--- config.mk ---
export PLATFORM = sky130hd
export DESIGN_NAME = sctq_cell
export DESIGN_NICKNAME = d
export VERILOG_FILES = /design/src/design/sctq_pkg.sv /design/src/design/sctq_cell.sv
export SDC_FILE = /design/constraint.sdc
export NUM_CORES = 1
export LEC_CHECK = 0
export BUFFER_PORTS_ARGS = -buffer_cell sky130_fd_sc_hd__clkbuf_2
export CAP_MARGIN = 20
export CORE_AREA = 2 2 163 165
export CTS_CLUSTER_DIAMETER = 150
export DETAILED_ROUTE_END_ITERATION = 10
export DIE_AREA = 0 0 165 167
export GPL_ROUTABILITY_DRIVEN = 0
export GPL_TIMING_DRIVEN = 0
export SLEW_MARGIN = 20
export SYNTH_ARGS = -nofsm -noshare
export SYNTH_HDL_FRONTEND = slang
export SYNTH_SLANG_ARGS = --single-unit
--- constraint.sdc ---
create_clock -name i_clk -period 10.3 [get_ports i_clk]
set_clock_uncertainty 0.2 [all_clocks]
set_input_delay 1.545 -clock i_clk [delete_from_list [all_inputs] [get_ports i_clk]]
set_output_delay 1.545 -clock i_clk [all_outputs]
set_load 0.01 [all_outputs]
--- src/design/sctq_pkg.sv ---
`timescale 1ns / 1ps
package sctq_pkg;
    localparam int QueueDepth = 16;
    localparam int CntW = $clog2(QueueDepth + 1);

    typedef enum logic [1:0] {
        OP_SCHED  = 2'd0,
        OP_CANCEL = 2'd1,
        OP_EXPIRE = 2'd2,
        OP_NONE   = 2'd3
    } t_op;

    typedef enum logic [2:0] {
        K_SCHED  = 3'd0,
        K_CANCEL = 3'd1,
        K_FIRED  = 3'd2,
        K_DONE   = 3'd3,
        K_FULL   = 3'd4
    } t_kind;

    typedef enum logic [2:0] {
        S_IDLE,
        S_MATCH,
        S_UPDATE,
        S_EXPIRE,
        S_OUT
    } t_state;

    typedef struct packed {
        logic [31:0] time_v;
        logic [31:0] id;
        logic [31:0] handle;
    } t_entry;

    // Per-cell command broadcast from the controller
    typedef enum logic [1:0] {
        C_HOLD,
        C_INSERT,
        C_REMOVE
    } t_cmd;

    typedef struct packed {
        t_cmd        cmd;
        t_entry      ins;
        logic [31:0] key;
    } t_cell_ctl;
endpackage

--- src/design/sctq_cell.sv ---
`timescale 1ns / 1ps
module sctq_cell
    import sctq_pkg::*;
(
    input  logic      i_clk,
    input  t_cell_ctl i_ctl,
    input  logic      i_valid,      // this slot is below entry_count
    input  t_entry    i_left,       // entry of the slot below
    input  logic      i_left_hit,   // slot below is at or above the insert point (insert only)
    input  t_entry    i_right,      // entry of the slot above
    input  logic      i_right_hit,
    output t_entry    o_entry,
    output logic      o_time_hit,   // stored time >= key (or invalid)
    output logic      o_id_hit      // stored id == key and valid
);
    t_entry r_entry;
    t_entry n_entry;

    // Local compares, registered by the controller as a hit vector
    assign o_time_hit = !i_valid || (r_entry.time_v >= i_ctl.key);
    assign o_id_hit   = i_valid && (r_entry.id == i_ctl.key);
    assign o_entry    = r_entry;

    // Shift or load depending on where the hit boundary is
    always_comb begin
        n_entry = r_entry;
        case (i_ctl.cmd)
            C_INSERT: begin
                if (i_left_hit)      n_entry = i_left;
                else if (i_right_hit) n_entry = i_ctl.ins;
            end
            C_REMOVE: begin
                if (i_right_hit) n_entry = i_right;
            end
            default: n_entry = r_entry;
        endcase
    end

    always_ff @(posedge i_clk) begin
        r_entry <= n_entry;
    end
endmodule

**After elaboration in Yosys (flattened, before gate mapping)**

Index checks and enable logic that the tools add are counted.

- Register bits after elaboration: 96
- Input port bits: 326
- Word-level logic and storage cells: 18
- Output and inout port bits: 98

- Magnitude comparators: 1
- Reductions and logical operators: 5
- Multiplexer cells: 4
- Eq/ne operators: 5

Operators by type and width:

| operator | number |
|---|---|
| two-way mux 96 bit | 3 |
| case mux 96 bit (2 select lines) | 1 |
| equality test 32 bit | 1 |
| >= comparator 32 bit | 1 |
| != test 3 bit, second input constant | 1 |
| AND reduction 3 bit | 1 |
| equality test 2 x 1 -> 1 bit, second input constant | 1 |
| equality test 2 bit, second input constant | 1 |
| != test 2 bit, second input constant | 1 |
| nonzero test 2 bit | 1 |
| logical AND 1 bit | 1 |
| zero test 1 bit | 1 |
| logical OR 1 bit | 1 |

**Longest topological paths before layout**

Gate-level depths: netlist of run 1.

- Depth after elaboration: 3
- Gate-level depth with buffers: 7
- Mapped depth without buffers: 7

**Least setup slack after synthesis of run 1**

OpenSTA, ideal clock, no wires.

- Path type: input port to flip-flop
- Start point: in i_left_hit
- End point: reg r_entry, in the netlist o_entry[0], enable pin
- Library setup time: 0.683 ns
- Slack: 0.461 ns
- Stages: 5
- Buffers on the path: 3
- Arrival time: 8.955 ns
- Data required time: 9.417 ns
- Path through: buf_2 -> buf_2 -> buf_4 -> o21ai_0 -> o21ai_0

- Cells in the longest elaborated chain, start to end: 2

RTL lines:

| what | line | text |
|---|---|---|
| start: declaration | sctq_cell.sv:9 | `input logic i_left_hit,` |
| != test 3 bit (no source line) | - |  |
| AND reduction 3 bit (no source line) | - |  |
| end signal: assignment | sctq_cell.sv:40 | `r_entry <= n_entry;` |
| end: declaration | sctq_cell.sv:16 | `t_entry r_entry;` |

No other way between the ends.
A chain may end at the register's enable or synchronous reset.

**Worst setup path in the final report of run 1**

- Start point: in i_ctl[29] in the netlist's numbering
- End point: out o_id_hit

- Cells in the longest elaborated chain, start to end: 2

RTL lines:

| what | line | text |
|---|---|---|
| start: declaration | sctq_cell.sv:6 | `input t_cell_ctl i_ctl,` |
| equality test 32 bit | sctq_cell.sv:21 | `assign o_id_hit = i_valid && (r_entry.id == i_ctl.key);` |
| logical AND 1 bit | sctq_cell.sv:21 |  |
| end: declaration | sctq_cell.sv:14 | `output logic o_id_hit` |

No other way between the ends.

==> flow_metrics.env, run 1 <==
export IMPL_regArea_um2=2880
export IMPL_post_drt_wl_per_cell_um=18.9
export IMPL_clk_pin_slew_worst_paths_ps=80
export IMPL_initial_core_util_pct=23.3
export IMPL_cp_depth=7
export IMPL_antenna_found_initial=4
export IMPL_combPwrFrac_pct=26.3
export IMPL_arrival_ps=3380
export IMPL_critPathMaxStageDelay_ps=410
export IMPL_worstSetupPathType="input pin to output port"
export IMPL_final_fill_count=2680
export IMPL_core_area_um2=25800
export IMPL_fp_dieW_um=165
export IMPL_io_buffers=422
export IMPL_grt_met2_usage_pct=33.4
export IMPL_area_growth_synth_to_final_pct=49.2
export IMPL_cts_tree="built"
export IMPL_ys_flop_type="edfxtp_1"
export IMPL_cpMaxStageDelayCell="nor4_1"
export IMPL_vias=5893
export IMPL_rows=59
export IMPL_report_final_slew_viol_count=0
export IMPL_grt_max_degree=25
export IMPL_largest_reg_flops=96
export IMPL_drc=0
export IMPL_post_cts_buffers=0
export IMPL_p_int_w=0.000813
export IMPL_end_kind="output port"
export IMPL_period_minus_slack_ps=5120
export IMPL_setup_viol=0
export IMPL_multi_input_area_um2=2860
export IMPL_grt_pass1_wl_um=34900
export IMPL_synth_seq_cells=96
export IMPL_hp_class="input pin to flip-flop"
export IMPL_cellLeakagePower_nw=4.37
export IMPL_numClockSinks=96
export IMPL_peakVddDrop_mv=0.0495
export IMPL_dp_hpwl_um=21900
export IMPL_finalHoldViolations=0
export IMPL_cts_buffers=9
export IMPL_tightest_slew_ps=864
export IMPL_swShare_pct=30.2
export IMPL_max_freq_mhz=195
export IMPL_drv_cap=0
export IMPL_grt_ovfl_total=0
export IMPL_die_h_um=167
export IMPL_finalNetCount=1369
export IMPL_grt_pass1_vias=5891
export IMPL_grt_use_total_pct=17.9
export IMPL_seqPwrFrac_pct=43.7
export IMPL_grtUsageMet3_pct=4.51
export IMPL_cp_cell_sequence="clkbuf_2 > xnor2_1 > nand4_1 > nor4_1 > nand4_1 > nor4_1 > clkbuf_2"
export IMPL_holdPathStages=3
export IMPL_slew_headroom_pct=42.4
export IMPL_synth_cell_types=32
export IMPL_grt_busiest_layer="met2"
export IMPL_status="finished clean"
export IMPL_cts_resized_gates=0
export IMPL_finalPower_w=0.00117
export IMPL_drtIter0Drc=207
export IMPL_yosysWarningCount=0
export IMPL_power_density_nw_per_um2=130
export IMPL_drive_above_1_share_pct=45.9
export IMPL_syn_nets=932
export IMPL_power_frac_clock_pct=30.0
export IMPL_synthArstFlopShare_pct=0
export IMPL_synth_edf_count=96
export IMPL_crit_required_ps=8560
export IMPL_hold_start="i_right[80]"
export IMPL_wl_um=25600
export IMPL_syn_avg_cell_area_um2=10.5
export IMPL_path_max_fanout=2
export IMPL_power_switching_w=0.000352
export IMPL_holdWs_ps=1260
export IMPL_path_delay_family="simple AND/OR/NAND/NOR gates"
export IMPL_synth_area_um2=6010
export IMPL_startpoint="i_ctl[29]"
export IMPL_period_share_pct=49.7
export IMPL_crit_path_start_kind="input pin"
export IMPL_clk_path_buf_depth=2
export IMPL_hold_buffers=0
export IMPL_dieArea_um2=27600
export IMPL_cts_max_level=3
export IMPL_synth_cells=574
export IMPL_rsz0062_at_grt="no"
export IMPL_io_pins=424
export IMPL_crit_buf_inv=2
export IMPL_cts_root_buf="clkbuf_16"
export IMPL_use_met1_pct=19.2
export IMPL_viasPerCell=4.35
export IMPL_dr_pass1_iters=4
export IMPL_ant_nets=0
export IMPL_seq_area_frac_synth_pct=48.0
export IMPL_tns_ps=0
cells in the mapped netlist, drive strengths merged, types with 4 or more instances:
cell      n  share of area, %
a21oi    10              0.96
buf      22               1.9
clkbuf   10              0.62
edfxtp   96                48
ha       32               6.7
inv      34               2.1
mux2i    96                16
nand2   105               6.6
nand3     4              0.33
nand4    10               1.0
o21ai   101               8.4
xnor2    28               4.1
xor2      4              0.58
tightest hold or removal path: stages:
cell	delay, ps
clkbuf_2	70
nand2_1	30
o21ai_0	50
cell usage in the layout (no fill, tap or decap), types with 4 or more instances in the layout:
master | Yosys | final
a21oi_1 | 8 | 8
buf_16 | 0 | 4
buf_2 | 17 | 17
clkbuf_1 | 10 | 10
clkbuf_16 | 0 | 9
clkbuf_2 | 0 | 422
edfxtp_1 | 96 | 96
ha_1 | 32 | 32
inv_1 | 34 | 34
mux2i_1 | 96 | 96
nand2_1 | 105 | 105
nand3_1 | 4 | 4
nand4_1 | 10 | 10
o21ai_0 | 84 | 83
o21ai_1 | 17 | 17
xnor2_1 | 28 | 28
xor2_1 | 4 | 4
cell families (layout without fill, tap and decap cells):
kind of cell,after synthesis,after routing,share of synthesized area (%)
buffers and inverters,66,508,4.66
flip-flops,96,96,48.0
adder cells (fa/ha/maj),32,32,6.66
AND/OR/NAND/NOR,129,129,8.95
other,0,3,0
XOR/XNOR,32,32,4.66
AO/OA/AOI/OAI,123,123,11.1
multiplexers,96,96,16.0
final cells by class:
cell class | count | area share (%)
clock inverters | 7 | 0.781
diodes | 3 | 0.0837
repair buffers | 426 | 24.8
multi-input cells | 412 | 31.9
plain buffers | 32 | 1.70
clock buffers | 9 | 2.51
inverters | 34 | 1.42
flip-flops and latches | 96 | 32.2
well taps | 335 | 4.67
worst paths after layout:
check,to,slack (ps)
worst min-delay path,o_entry[80]$_DFFE_PP_,1260
worst max-delay path,o_id_hit,5180
power groups by stage:
stage	Sequential [W]	Combinational (W)	Clock (W)
6_report	0.000509	0.000306	0.000350
3_3_place_gp	0.000529	0.000300	0
5_1_grt	0.000514	0.000337	0.000375
2_1_floorplan	0.000540	0.000117	0
4_1_cts	0.000510	0.000313	0.000364
3_5_place_dp	0.000519	0.000312	0
through the flow:
step           worst slack, ps  cells  util [%]  cell area, um^2
6_report                  5180   1354      34.8             8970
5_1_grt                   5060   1353      34.8             8960
4_1_cts                   5180   1351      34.8             8960
3_5_place_dp              5180   1335      33.6             8660
3_3_place_gp             -3390   1331      33.2             8540
2_1_floorplan              461    574         -             6010
routing by layer:
metal	up-vias	wire length (um)
met2	299	13300
met3	28	1960
met5	-	27
li1	2946	-
met4	4	676
met1	2616	9560
(Power assumes the default switching activity.)
==> run 2: changes to the inputs <==
- clock period: 10.3 -> 4.7 ns (I/O delays scaled with it)
==> flow_metrics.env, run 2 (synthesized netlist as in run 1, its figures left out) <==
export IMPL_hold_buffers=0
export IMPL_cts_max_level=3
export IMPL_period_share_pct=72.2
export IMPL_finalNetCount=1369
export IMPL_peakVddDrop_mv=0.106
export IMPL_startpoint="i_ctl[0]"
export IMPL_power_frac_clock_pct=29.8
export IMPL_core_area_um2=25800
export IMPL_mostFrequentLayoutCells="clkbuf_2 (422), nand2_1 (105), mux2i_1 (96), edfxtp_1 (96), o21ai_0 (83)"
export IMPL_cts_buffers=9
export IMPL_tightest_slew_ps=804
export IMPL_hold_path_end="o_entry[24]$_DFFE_PP_"
export IMPL_finalPower_w=0.00254
export IMPL_grt_pass1_wl_um=35200
export IMPL_hp_class="input pin to flip-flop"
export IMPL_swShare_pct=29.9
export IMPL_drive_above_1_share_pct=45.9
export IMPL_worstSetupPathType="input pin to output port"
export IMPL_power_switching_w=0.000760
export IMPL_holdPathStages=3
export IMPL_die_h_um=167
export IMPL_dieArea_um2=27600
export IMPL_crit_required_ps=3800
export IMPL_clk_pin_slew_worst_paths_ps=80
export IMPL_area_growth_synth_to_final_pct=49.1
export IMPL_arrival_ps=2490
export IMPL_status="finished clean"
export IMPL_p_int_w=0.00178
export IMPL_viasPerCell=4.42
export IMPL_tns_ps=0
export IMPL_end_kind="output port"
export IMPL_grt_ovfl_total=0
export IMPL_dr_pass1_iters=4
export IMPL_post_cts_buffers=0
export IMPL_hold_start="i_right[24]"
export IMPL_io_buffers=422
export IMPL_dp_hpwl_um=22000
export IMPL_cpMaxStageDelayCell="a2111oi_0"
export IMPL_cp_cell_sequence="clkbuf_2 > ha_1 > nand2b_1 > a2111oi_0 > o21a_1 > o211a_1 > o21ai_1 > clkbuf_2"
export IMPL_initial_core_util_pct=23.3
export IMPL_rsz0062_at_grt="no"
export IMPL_rows=59
export IMPL_cts_resized_gates=0
export IMPL_antenna_found_initial=4
export IMPL_report_final_slew_viol_count=0
export IMPL_drc=0
export IMPL_power_density_nw_per_um2=284
export IMPL_final_fill_count=2694
export IMPL_vias=5975
export IMPL_post_drt_wl_per_cell_um=19.0
export IMPL_crit_path_start_kind="input pin"
export IMPL_ant_nets=0
export IMPL_drtIter0Drc=227
export IMPL_wl_um=25700
export IMPL_cts_tree="built"
export IMPL_fp_dieW_um=165
export IMPL_cts_root_buf="clkbuf_16"
export IMPL_finalHoldViolations=0
export IMPL_max_freq_mhz=295
export IMPL_slew_headroom_pct=46.4
export IMPL_seqPwrFrac_pct=43.9
export IMPL_cpMostUsedCell="clkbuf_2"
export IMPL_cellLeakagePower_nw=4.37
export IMPL_numClockSinks=96
export IMPL_largest_reg_flops=96
export IMPL_path_max_fanout=2
export IMPL_holdWs_ps=433
export IMPL_grt_pass1_vias=6003
export IMPL_period_minus_slack_ps=3400
export IMPL_final_common_cell="clkbuf_2"
export IMPL_combPwrFrac_pct=26.2
export IMPL_grt_use_total_pct=18.0
export IMPL_drv_cap=0
export IMPL_grt_max_degree=25
export IMPL_io_pins=424
export IMPL_critPathMaxStageDelay_ps=500
export IMPL_clk_path_buf_depth=2
export IMPL_setup_viol=0
run 2: worst max path at each step:
stage                                       end  slack (ps)
after global routing                   o_id_hit        1130
after global placement    o_entry[75]$_DFFE_PP_       -1450
after CTS                              o_id_hit        1220
after floorplan            o_entry[0]$_DFFE_PP_         120
after detailed placement  o_entry[74]$_DFFE_PP_        1190
final                                o_time_hit        1300
run 2: layer usage:
metal	wire [um]	up-vias	part of all wire, %	global-route usage [%]
met4	855	6	3.3	6.69
met1	9770	2686	38	19.3
met5	40	-	0.16	0
met2	13100	304	51	33.6
met3	1920	40	7.5	4.21
li1	-	2939	-	-
run 2: power by group through the flow:
| stage | Clock (W) | Sequential (W) | Combinational (W) |
|---|---|---|---|
| after floorplan | 0 | 0.00117 | 0.000257 |
| after global placement | 0 | 0.00114 | 0.000657 |
| after detailed placement | 0 | 0.00114 | 0.000682 |
| after CTS | 0.000797 | 0.00112 | 0.000684 |
| after global routing | 0.000817 | 0.00113 | 0.000738 |
| final | 0.000759 | 0.00112 | 0.000668 |
run 2: metrics by stage:
stage | setup slack (ps) | util [%] | instances | area, um^2
after global routing | 1130 | 34.8 | 1352 | 8960
after detailed placement | 1190 | 33.6 | 1335 | 8660
after floorplan | 122 | - | 574 | 6010
after CTS | 1220 | 34.8 | 1351 | 8960
final | 1300 | 34.8 | 1352 | 8960
after global placement | -1450 | 33.2 | 1331 | 8550
run 2: layout make-up:
cell class	count	area, um^2	area share (%)
diodes	1	2.50	0.0279
plain buffers	32	153	1.70
clock buffers	10	229	2.56
clock inverters	6	66.3	0.740
inverters	34	128	1.42
multi-input cells	412	2860	31.9
flip-flops and latches	96	2880	32.2
well taps	335	419	4.68
repair buffers	426	2220	24.8
run 2: worst max-delay path, delay by kind of cell:
family	cells	cell delay, ps
AOI/OAI and AO/OA	4	1080
and+or+nand+nor	1	160
buffers and inverters	2	260
adders and majority gates	1	270
==> run 3: changes to the inputs <==
- clock period: 4.7 -> 3 ns (I/O delays scaled with it)
==> flow_metrics.env, run 3 (synthesized netlist as in run 1, its figures left out) <==
export IMPL_cts_buffers=9
export IMPL_hp_class="input pin to flip-flop"
export IMPL_regArea_um2=2880
export IMPL_cp_cell_sequence="ha_1 > a21oi_2 > o21ai_1 > a221o_1 > a2111oi_4 > o21ai_1 > clkbuf_2"
export IMPL_dp_cells=1335
export IMPL_drive_above_1_share_pct=46.8
export IMPL_grt_pass1_wl_um=35100
export IMPL_drv_cap=0
export IMPL_mostFrequentLayoutCells="clkbuf_2 (422), nand2_1 (105), mux2i_1 (96), edfxtp_1 (96), o21ai_0 (82)"
export IMPL_cts_max_level=3
export IMPL_postPlaceCellArea_um2=8700
export IMPL_dr_pass1_iters=4
export IMPL_finalNetCount=1370
export IMPL_combPwrFrac_pct=26.3
export IMPL_grt_ovfl_total=0
export IMPL_core_area_um2=25800
export IMPL_fin_util_pct=35.4
export IMPL_critPathMaxStageDelay_ps=420
export IMPL_tns_ps=0
export IMPL_period_minus_slack_ps=2900
export IMPL_highest_layer="met4"
export IMPL_crit_buf_inv=1
export IMPL_peakVddDrop_mv=0.174
export IMPL_swShare_pct=29.4
export IMPL_final_fill_count=2681
export IMPL_grt_pass1_vias=5845
export IMPL_multi_input_area_um2=2960
export IMPL_cts_root_buf="clkbuf_16"
export IMPL_grt_max_degree=25
export IMPL_rsz0062_at_grt="no"
export IMPL_power_switching_w=0.00120
export IMPL_final_common_cell="clkbuf_2"
export IMPL_layout_cells_non_filler=1352
export IMPL_die_h_um=167
export IMPL_period_share_pct=96.5
export IMPL_vias=5916
export IMPL_post_drt_wl_per_cell_um=18.7
export IMPL_dp_slack_ps=-261
export IMPL_cpMaxStageDelayCell="edfxtp_1"
export IMPL_initial_core_util_pct=23.3
export IMPL_grt_use_total_pct=17.8
export IMPL_slew_headroom_pct=41.5
export IMPL_tightest_slew_ps=877
export IMPL_route_met2_wl_um=13600
export IMPL_dieArea_um2=27600
export IMPL_area_growth_synth_to_final_pct=51.7
export IMPL_seqPwrFrac_pct=42.7
export IMPL_antenna_diode_count=0
export IMPL_max_freq_mhz=345
export IMPL_setup_ws_ps=105
export IMPL_drc=0
export IMPL_clk_path_buf_depth=2
export IMPL_status="finished clean"
export IMPL_io_buffers=422
export IMPL_crit_path_start_kind="flip-flop"
export IMPL_setup_viol=0
export IMPL_routed_wl_met3_um=1760
export IMPL_power_density_nw_per_um2=449
export IMPL_cts_tree="built"
export IMPL_rows=59
export IMPL_crit_required_ps=2350
export IMPL_dp_hpwl_um=21500
export IMPL_ant_nets=0
export IMPL_power_frac_clock_pct=31.0
export IMPL_largest_reg_flops=96
export IMPL_clk_pin_slew_worst_paths_ps=70
export IMPL_report_final_slew_viol_count=0
export IMPL_p_int_w=0.00289
export IMPL_final_area_um2=9120
export IMPL_wl_met1_um=9670
export IMPL_antenna_found_initial=0
export IMPL_path_max_fanout=2
export IMPL_finalHoldViolations=0
export IMPL_wl_um=25300
export IMPL_viasPerCell=4.38
export IMPL_fp_dieW_um=165
export IMPL_arrival_ps=2250
export IMPL_io_pins=424
export IMPL_path_delay_family="compound AO/OA/AOI/OAI gates"
export IMPL_cellLeakagePower_nw=4.42
export IMPL_drtIter0Drc=280
export IMPL_numClockSinks=96
export IMPL_cpMostUsedCell="o21ai_1"
export IMPL_end_kind="output port"
export IMPL_worstSetupPathType="flip-flop to output port"
## run 3: changes by cell type in the layout (fill, tap and decap cells not counted), sizes merged
cell,delta
buf,+1
bufinv,+1
clkbuf,-1
clkinv,+1
diode,-1
inv,-1
## run 3: through the flow
step	hold WS (ps)	total power (W)
after floorplan	437	0.00224
after global placement	529	0.00281
after detailed placement	532	0.00285
after CTS	155	0.00417
after global routing	174	0.00431
final	175	0.00410
## run 3: repair_timing
item                       4_1_cts  5_1_grt
setup endpoints to repair        2        2
hold buffers                     0        0
resized for setup                8        4
pin swaps                        1        7
setup buffers                    0        1
## run 3: power groups by stage
| stage | logic [W] | clock network, W | registers [W] |
|---|---|---|---|
| floorplan | 0.000409 | 0 | 0.00183 |
| global placement | 0.00103 | 0 | 0.00178 |
| detailed placement | 0.00107 | 0 | 0.00178 |
| CTS | 0.00109 | 0.00133 | 0.00175 |
| global route | 0.00119 | 0.00135 | 0.00177 |
| finish | 0.00108 | 0.00127 | 0.00175 |
## run 3: layout make-up
cell class / instances / share of cell area [%]
clock buffer: 9 / 2.47
clock inverter: 7 / 1.04
multi-input combinational: 412 / 32.4
inverter: 34 / 1.40
buffer: 32 / 1.98
timing repair buffer: 427 / 24.5
tap: 335 / 4.60
sequential: 96 / 31.6
## run 3: final timing paths
kind                  cells after the start                   from  slack, ps               endpoint
worst min-delay path                      3            i_right[80]        180  o_entry[80]$_DFFE_PP_
worst max-delay path                      7  o_entry[81]$_DFFE_PP_        100             o_time_hit
## run 3: layer usage
layer | vias up | GRT usage, %
met1 | 2666 | 19.9
met3 | 13 | 3.69
met5 | - | 0
met4 | 0 | 3.63
met2 | 293 | 34.3
li1 | 2944 | -
